--- config.mk ---
export PLATFORM = sky130hd
export DESIGN_NAME = ssbm_ctrl
export DESIGN_NICKNAME = d
export VERILOG_FILES = /design/src/hw/rtl/ssbm_pkg.sv /design/src/hw/rtl/ssbm_ctrl.sv
export SDC_FILE = /design/constraint.sdc
export NUM_CORES = 1
export LEC_CHECK = 0
export BUFFER_PORTS_ARGS = -buffer_cell sky130_fd_sc_hd__buf_2
export CORE_MARGIN = 8
export CORE_UTILIZATION = 25
export CTS_BUF_LIST = sky130_fd_sc_hd__clkbuf_8
export CTS_CLUSTER_SIZE = 20
export DETAILED_ROUTE_END_ITERATION = 16
export HOLD_SLACK_MARGIN = 0.1
export PLACE_DENSITY = 0.4
export SLEW_MARGIN = 20
export SYNTH_ARGS = -nofsm -noshare
export SYNTH_HDL_FRONTEND = slang
export SYNTH_SLANG_ARGS = --single-unit
--- constraint.sdc ---
create_clock -name clk -period 4.2 [get_ports clk]
set_input_delay 0.21 -clock clk [delete_from_list [all_inputs] [get_ports clk]]
set_output_delay 0.21 -clock clk [all_outputs]
set_load 0.02 [all_outputs]
--- src/hw/rtl/ssbm_pkg.sv ---
`timescale 1ns / 1ps

package ssbm_pkg;

  localparam int SAMPLE_BITS_DEF = 24;

  // Configuration port
  localparam int CFG_IDX_W  = 3;
  localparam int CFG_DATA_W = 25;
  localparam int MIX_W      = 17;
  localparam int COEF_W     = 25;
  localparam int SHAPE_W    = 16;
  localparam int CLAMP_W    = 23;

  typedef enum logic [CFG_IDX_W-1:0] {
    CFG_MIX        = 3'd0,
    CFG_LOW_COEF   = 3'd1,
    CFG_LOW_DECAY  = 3'd2,
    CFG_HIGH_COEF  = 3'd3,
    CFG_HIGH_DECAY = 3'd4,
    CFG_PRE_SHAPE  = 3'd5,
    CFG_POST_SHAPE = 3'd6,
    CFG_CLAMP      = 3'd7
  } cfg_idx_t;

  localparam logic [MIX_W-1:0]   MIX_RESET        = 17'd26214;
  localparam logic [COEF_W-1:0]  LOW_COEF_RESET   = 25'd1048576;
  localparam logic [COEF_W-1:0]  LOW_DECAY_RESET  = 25'd16000000;
  localparam logic [COEF_W-1:0]  HIGH_COEF_RESET  = 25'd524288;
  localparam logic [COEF_W-1:0]  HIGH_DECAY_RESET = 25'd16700000;
  localparam logic [SHAPE_W-1:0] PRE_SHAPE_RESET  = 16'd8192;
  localparam logic [SHAPE_W-1:0] POST_SHAPE_RESET = 16'd4096;
  localparam logic [CLAMP_W-1:0] CLAMP_RESET      = 23'd8388607;

  localparam logic [COEF_W-1:0] COEF_ONE  = 25'h1000000;
  localparam logic [MIX_W-1:0]  MIX_ONE   = 17'h10000;
  localparam logic [MIX_W-1:0]  MIX_HALF  = 17'h08000;
  localparam logic [14:0]       DC_POLE   = 15'd32604;
  localparam logic [COEF_W-1:0] SHAPE_ONE = 25'd4096;

  // Datapath micro-steps
  typedef enum logic [3:0] {
    P_K_MAG    = 4'd0,
    P_DEN      = 4'd1,
    P_DIV_LOAD = 4'd2,
    P_DIV      = 4'd3,
    P_CLIP_END = 4'd4,
    P_SEC_MA   = 4'd5,
    P_SEC_MB   = 4'd6,
    P_SEC_UA   = 4'd7,
    P_SEC_MC   = 4'd8,
    P_SEC_MD   = 4'd9,
    P_SEC_UB   = 4'd10,
    P_DC_M     = 4'd11,
    P_DC_END   = 4'd12,
    P_MIX_M    = 4'd13,
    P_MIX_END  = 4'd14
  } step_t;

  typedef struct packed {
    logic  start;     // latch a new input word
    logic  out_load;  // load the result register
    logic  sel;       // first/second clipper and filter section
    step_t step;
  } cmd_t;

endpackage

--- src/hw/rtl/ssbm_ctrl.sv ---
`timescale 1ns / 1ps

module ssbm_ctrl #(
  parameter int SAMPLE_BITS = ssbm_pkg::SAMPLE_BITS_DEF
) (
  input  logic             clk,
  input  logic             rst_n,
  input  logic             in_valid,
  output logic             in_ready,
  input  logic             out_ready,
  output logic             out_valid,
  output ssbm_pkg::cmd_t   cmd
);

  localparam int QW  = SAMPLE_BITS + 5;
  localparam int CW  = $clog2(QW);
  localparam logic [CW-1:0] CNT_LAST = CW'(QW - 1);

  typedef enum logic [2:0] {
    ST_IDLE = 3'b001,
    ST_CALC = 3'b010,
    ST_DIV  = 3'b100
  } state_t;

  state_t                state_r, state_nxt;
  ssbm_pkg::step_t       step_r, step_nxt;
  logic                  sel_r, sel_nxt;
  logic [CW-1:0]         cnt_r, cnt_nxt;
  logic                  out_valid_r, out_valid_nxt;
  logic                  out_free;

  assign in_ready  = (state_r == ST_IDLE);
  assign out_valid = out_valid_r;
  assign out_free  = !out_valid_r || out_ready;

  always_comb begin
    state_nxt     = state_r;
    step_nxt      = step_r;
    sel_nxt       = sel_r;
    cnt_nxt       = cnt_r;
    out_valid_nxt = out_valid_r && !out_ready;
    cmd.start     = 1'b0;
    cmd.out_load  = 1'b0;
    cmd.sel       = sel_r;
    cmd.step      = step_r;
    case (state_r)
      ST_IDLE: begin
        if (in_valid) begin
          cmd.start = 1'b1;
          state_nxt = ST_CALC;
          step_nxt  = ssbm_pkg::P_K_MAG;
          sel_nxt   = 1'b0;
        end
      end
      ST_DIV: begin
        cnt_nxt = cnt_r + 1'b1;
        if (cnt_r == CNT_LAST) begin
          state_nxt = ST_CALC;
          step_nxt  = ssbm_pkg::P_CLIP_END;
        end
      end
      ST_CALC: begin
        case (step_r)
          ssbm_pkg::P_K_MAG:    step_nxt = ssbm_pkg::P_DEN;
          ssbm_pkg::P_DEN:      step_nxt = ssbm_pkg::P_DIV_LOAD;
          ssbm_pkg::P_DIV_LOAD: begin
            state_nxt = ST_DIV;
            step_nxt  = ssbm_pkg::P_DIV;
            cnt_nxt   = '0;
          end
          ssbm_pkg::P_CLIP_END: begin
            step_nxt = sel_r ? ssbm_pkg::P_DC_M : ssbm_pkg::P_SEC_MA;
          end
          ssbm_pkg::P_SEC_MA:   step_nxt = ssbm_pkg::P_SEC_MB;
          ssbm_pkg::P_SEC_MB:   step_nxt = ssbm_pkg::P_SEC_UA;
          ssbm_pkg::P_SEC_UA:   step_nxt = ssbm_pkg::P_SEC_MC;
          ssbm_pkg::P_SEC_MC:   step_nxt = ssbm_pkg::P_SEC_MD;
          ssbm_pkg::P_SEC_MD:   step_nxt = ssbm_pkg::P_SEC_UB;
          ssbm_pkg::P_SEC_UB: begin
            // lowpass section feeds highpass section, then the second clipper
            step_nxt = sel_r ? ssbm_pkg::P_K_MAG : ssbm_pkg::P_SEC_MA;
            sel_nxt  = 1'b1;
          end
          ssbm_pkg::P_DC_M:     step_nxt = ssbm_pkg::P_DC_END;
          ssbm_pkg::P_DC_END:   step_nxt = ssbm_pkg::P_MIX_M;
          ssbm_pkg::P_MIX_M:    step_nxt = ssbm_pkg::P_MIX_END;
          ssbm_pkg::P_MIX_END: begin
            // hold until the result register is free
            if (out_free) begin
              cmd.out_load  = 1'b1;
              out_valid_nxt = 1'b1;
              state_nxt     = ST_IDLE;
            end
          end
          default: state_nxt = ST_IDLE;
        endcase
      end
      default: state_nxt = ST_IDLE;
    endcase
  end

  always_ff @(posedge clk) begin
    if (!rst_n) begin
      state_r     <= ST_IDLE;
      step_r      <= ssbm_pkg::P_K_MAG;
      sel_r       <= 1'b0;
      cnt_r       <= '0;
      out_valid_r <= 1'b0;
    end else begin
      state_r     <= state_nxt;
      step_r      <= step_nxt;
      sel_r       <= sel_nxt;
      cnt_r       <= cnt_nxt;
      out_valid_r <= out_valid_nxt;
    end
  end

endmodule

==> impl_metrics.yaml, run 1 <==
timing:
  fin_tns_setup_ns: 0
  finalCritPeriodShare: 0.505
  tightest_slew_ns: 0.870
  slew_viol_final: 0
  fin_ws_ns: 2.08
  hold_viol: 0
  fin_crit_ns: 2.12
  final.setup_skew_ns: 0.00181
  relSlewSlack: 0.418
  rsz0062_at_grt: "no"
  fmax_mhz: 472
  setup_viol: 0
setup_path:
  crit_path_end_kind: "output pin"
  slowest_delay_ns: 0.43
  cp_num_buf_inv: 1
  path_delay_family: "simple AND/OR/NAND/NOR gates"
  crit_type: "register to output pin"
  crit_required_ns: 3.99
  cp-start-kind: "register"
  crit_slowest_cell: "or3b_1"
  path_max_fanout: 7
  path_cells: "or3b_1 -> nor3_1 -> nand2_1 -> a21oi_1 -> buf_2"
  cp.arrival_ns: 1.91
  r2r_slack_ns: 2.26
clocking:
  cts_inserted_buffers: 3
  cts_resized: 0
  clk_latency_ns: 0.24
  cts_sinks: 14
  cts_tree: "built"
  clock_path_buffers: 2
  cts-root-buf: "clkbuf_8"
  h-tree-depth: 1
  postCtsSetupBuffers: 0
  ctsHoldBuffers: 0
  clkTransAtPathRegs_ns: 0.06
yosys:
  synth_area_um2: 816
  ys_types: 40
  syn_nets: 107
  yosysSeqAreaShare: 0.344
  synth_area_leaders: "dfxtp_1 (34%), nor2_1 (5.5%), a21oi_1 (3.7%)"
  yosysTopAreaCell: "dfxtp_1"
  synth_flop_cell: "dfxtp_1"
  synth-seq-cells: 14
  synth.most_common_cell: "dfxtp_1"
  synth.top_cell.area_share: 0.344
  yosysWarningCount: 0
  synth_cells: 101
  async_flop_share: 0
  synth_common_cells: "dfxtp_1 (14), nor2_1 (12), nand2_1 (7), a21oi_1 (6), inv_1 (5)"
  syn_avg_cell_area_um2: 8.08
  synth_edf_count: 0
global_route:
  antenna_found_initial: 0
  grt_usage: 0.0782
  grt_pass1_vias: 672
  grt_max_degree: 15
  grt_pass1_wl_um: 3260
  overflow: 0
floorplanning:
  io_pins: 13
  dieArea_mm2: 0.00535
  die_w_um: 73.1
  die_y_um: 73.1
  initial_utilization: 0.265
  fp-row-count: 20
  core_area_mm2: 0.00308
place:
  hpwlAfterDp_um: 1470
  routabilityCongestion: 0.718
  io_buffers: 12
  pre_cts_slack_ns: 2.31
finish:
  multi_input_area_um2: 490
  nFillCells: 340
  drive_gt1_frac: 0.173
  layout.nets: 118
  regArea_um2: 280
  n_antenna_cell: 0
  syn_to_final_growth_pct: 16.0
power_and_ir_drop:
  p_seq_frac: 0.481
  combPwrFrac: 0.149
  switching_share: 0.269
  clkPwrFrac: 0.370
  vdd_ir_drop_max_v: 0.000139
  p_per_area_mw_per_mm2: 316
  p_switching_w: 0.0000804
  cellInternalPower_w: 0.000219
  power.leakage_nw: 0.348
drt:
  wl_um: 1940
  drt-vias-per-instance: 4.88
  drc_errors: 0
  drtAntennaViolNets: 0
  num_vias: 751
  drtPass1Iterations: 4
  dr.first_iter.drc_count: 33
  wl_per_cell_um: 12.6
run_status:
  status: "finished, final reports clean"
job:
  drv_cap: 0
min_path:
  hp-class: "input pin to register"
[logic make-up after synthesis]
kind of cell / Yosys count / synth area share
AOI/OAI and AO/OA: 28 / 0.244
buffers and inverters: 11 / 0.0552
and+or+nand+nor: 41 / 0.273
xor gates and xnor gates: 5 / 0.0537
adders and majority gates: 2 / 0.0307
DFF: 14 / 0.344
[metrics by stage]
step                power, W  area, um2  utilization  cells  hold WS (ns)
global route        0.000315        946        0.307    154         0.293
floorplan           0.000178        816            -    101         0.405
finish              0.000299        946        0.307    154         0.259
detailed placement  0.000192        905        0.294    151         0.499
global placement    0.000192        905        0.294    151         0.488
CTS                 0.000305        946        0.307    154         0.258
[routing by layer]
metal  global-route usage  up-vias  wire [um]
li1                     -      384          -
met1                0.106      347       1010
met2                0.100       15        789
met3               0.0275        5        106
met4               0.0467        0         40
met5                    0        -          0
[placed cells by master (no fill, tap or decap), types with 2 or more instances in the layout]
cell type and n:
nor3b_1 2, nand2b_1 3, a21oi_1 6, o21ai_0 4
o311ai_0 2, nand2_1 7, nor2_1 12, a21boi_0 2
and2_1 2, clkbuf_8 3, xnor2_1 2, nor3_1 3
nand4_1 4, a22oi_1 2, ha_1 2, inv_1 5
xor2_1 3, buf_2 12, dfxtp_1 14
[power groups by stage]
| stage | Combinational (W) | Sequential (W) | Clock (W) |
|---|---|---|---|
| finish | 0.0000446 | 0.000144 | 0.000111 |
| global placement | 0.0000460 | 0.000146 | 0 |
| CTS | 0.0000453 | 0.000144 | 0.000116 |
| detailed placement | 0.0000449 | 0.000147 | 0 |
| global route | 0.0000496 | 0.000145 | 0.000120 |
| floorplan | 0.0000323 | 0.000145 | 0 |
[worst paths after layout]
| kind | startpoint | to | depth (start not counted) |
|---|---|---|---|
| worst max-delay path | state_r[1] | cmd[5] | 5 |
| worst min-delay path | out_ready | out_valid | 4 |
| worst max register to register | state_r[1] | step_r[1] | 4 |
| worst min register to register | out_valid | out_valid | 2 |
[cell type report]
| type | instances | share of cell area |
|---|---|---|
| clock buffer | 3 | 0.0437 |
| multi-input combinational | 76 | 0.519 |
| sequential | 14 | 0.296 |
| timing repair buffer | 12 | 0.0635 |
| inverter | 5 | 0.0198 |
| tap | 44 | 0.0582 |
[worst reg2reg max path, stage by stage, from the launching register on]
cell	delay, ns
dfxtp_1	0.41
or3b_1	0.43
a311oi_1	0.55
nor3_1	0.18
a22o_1	0.26
[sequential cells by signal, indices dropped and copies added (netlist names)]
register and count:
cnt_r 5, out_valid 1, state_r 3, step_r 4, sel_r 1
Power figures use the tool's default switching activity.
==> inputs of run 2 (changes only) <==
- ABC_AREA: unset -> 1
- PLACE_DENSITY: 0.4 -> 0.39
- clock period: 4.2 -> 2 ns (I/O delays scaled with it)
==> impl_metrics.yaml, run 2 <==
drt:
  drtPass1Iterations: 4
  drtAntennaViolNets: 0
  dr.first_iter.drc_count: 38
  drt-vias-per-instance: 4.30
  num_vias: 895
  drc_errors: 0
  wl_um: 2210
  wl_per_cell_um: 10.6
clocking:
  ctsHoldBuffers: 0
  postCtsSetupBuffers: 0
  cts_tree: "built"
  clkTransAtPathRegs_ns: 0.06
  cts_sinks: 14
  cts_inserted_buffers: 3
  clock_path_buffers: 2
  cts_resized: 0
  h-tree-depth: 1
  cts-root-buf: "clkbuf_8"
  clk_latency_ns: 0.25
yosys:
  synth.top_cell.area_share: 0.305
  synth_flop_cell: "dfxtp_1"
  ys_types: 24
  yosysTopAreaCell: "dfxtp_1"
  yosysWarningCount: 0
  synth_area_um2: 920
  async_flop_share: 0
  synth-seq-cells: 14
  syn_avg_cell_area_um2: 6.34
  synth_common_cells: "nand2_1 (42), inv_1 (24), nor2_1 (15), dfxtp_1 (14)"
  yosysSeqAreaShare: 0.305
  synth_edf_count: 0
  synth_area_leaders: "dfxtp_1 (30%), nand2_1 (17%), inv_1 (9.8%)"
  synth_cells: 145
  synth.most_common_cell: "nand2_1"
  syn_nets: 151
timing:
  finalCritPeriodShare: 0.779
  slew_viol_final: 0
  rsz0062_at_grt: "no"
  fin_tns_setup_ns: 0
  tightest_slew_ns: 0.442
  setup_viol: 0
  fin_crit_ns: 1.56
  hold_viol: 0
  fmax_mhz: 642
  final.setup_skew_ns: 0.00552
  relSlewSlack: 0.704
floorplanning:
  fp-row-count: 22
  dieArea_mm2: 0.00588
  initial_utilization: 0.255
  die_y_um: 76.7
  io_pins: 13
  die_w_um: 76.7
  core_area_mm2: 0.00361
finish:
  finish.instance_area_mm2: 0.00109
  most-common-layout-cells: "nand2_1 (42), inv_1 (24), nor2_1 (15), dfxtp_1 (14), buf_2 (12)"
  layout_commonest_cell: "nand2_1"
  syn_to_final_growth_pct: 18.2
  drive_gt1_frac: 0.181
  n_antenna_cell: 0
  layout.nets: 167
  largest_reg_flops: 5
  finish.utilization: 0.302
  nFillCells: 399
  largest-register: "cnt_r"
  top_regs: "cnt_r (5), step_r (4), state_r (3)"
power_and_ir_drop:
  vdd_ir_drop_max_v: 0.000285
  power.leakage_nw: 0.565
  p_per_area_mw_per_mm2: 638
global_route:
  grt_pass1_vias: 818
  grt_pass1_wl_um: 3800
  grt_max_degree: 9
  grt_usage: 0.0783
  antenna_found_initial: 0
  overflow: 0
run_status:
  status: "finished, final reports clean"
place:
  hpwlAfterDp_um: 1770
  io_buffers: 12
  place_area_mm2: 0.00103
  routabilityCongestion: 0.877
min_path:
  hp-start: "rst_n"
  whs_endpoint: "state_r[0]"
  hp-class: "input pin to register"
  whs_path_depth: 2
setup_path:
  cp.arrival_ns: 1.46
  r2r_cells: 8
  cp-start-kind: "register"
  r2r_end: "step_r[2]"
  path_max_fanout: 8
  r2r_start: "state_r[0]"
  crit_path_end_kind: "output pin"
  crit_type: "register to output pin"
  r2r_slack_ns: 0.54
  crit_required_ns: 1.90
job:
  drv_cap: 0
==> run 2: final cells by class <==
class	count	area [um2]	area share
timing repair buffer	12	60.1	0.0552
multi-input combinational	103	528	0.486
clock buffer	4	55.1	0.0506
tap	48	60.1	0.0552
inverter	27	104	0.0955
sequential	14	280	0.258
==> run 2: layer usage <==
layer | global-route usage | share of wire | up-vias | routed length [um]
met5 | 0 | 0 | - | 0
met4 | 0.0231 | 0.0081 | 0 | 18
met3 | 0.0291 | 0.044 | 4 | 97
met2 | 0.126 | 0.48 | 17 | 1060
met1 | 0.0945 | 0.47 | 394 | 1040
li1 | - | - | 480 | -
==> run 2: cells by family (layout without fill, tap and decap cells) <==
| kind of cell | count (synthesis) | in the layout | share of synthesized area |
|---|---|---|---|
| flip-flops | 14 | 14 | 0.305 |
| buffers and inverters | 28 | 43 | 0.121 |
| AND/OR/NAND/NOR | 79 | 79 | 0.415 |
| AO/OA/AOI/OAI | 21 | 21 | 0.122 |
| adder cells (fa/ha/maj) | 2 | 2 | 0.0272 |
| XOR/XNOR | 1 | 1 | 0.00953 |
==> run 2: per-stage QoR <==
| stage | setup WS (ns) | hold slack (ns) | power [W] | std cells |
|---|---|---|---|---|
| after floorplan | 0.593 | 0.184 | 0.000388 | 145 |
| after global placement | 0.517 | 0.378 | 0.000428 | 204 |
| after detailed placement | 0.533 | 0.374 | 0.000424 | 204 |
| after CTS | 0.406 | 0.119 | 0.000709 | 208 |
| after global routing | 0.328 | 0.120 | 0.000738 | 208 |
| final | 0.443 | 0.118 | 0.000694 | 208 |
==> run 2: worst max-delay path, cell delays in order (launching register included) <==
cell	delay, ns
dfxtp_1	0.34
nor3_4	0.43
nand3_1	0.16
nor2_1	0.11
buf_2	0.17
==> run 2: how the worst max path moves through the flow <==
stage | startpoint | end | slack, ns | cells after the start
floorplan | step_r[1] | cnt_r[2] | 0.59 | 8
global placement | state_r[0] | step_r[2] | 0.52 | 8
detailed placement | state_r[0] | step_r[2] | 0.53 | 8
CTS | state_r[0] | cmd[5] | 0.41 | 4
global route | step_r[1] | cmd[5] | 0.33 | 5
finish | state_r[0] | cmd[5] | 0.44 | 4
==> run 2: report_power, final <==
group	switching [W]	leakage, nW	internal, W
Combinational	0.0000826	0.423	0.0000359
Sequential	0.0000101	0.113	0.000289
Clock	0.000102	0.0288	0.000174
Total	0.000195	0.565	0.000499
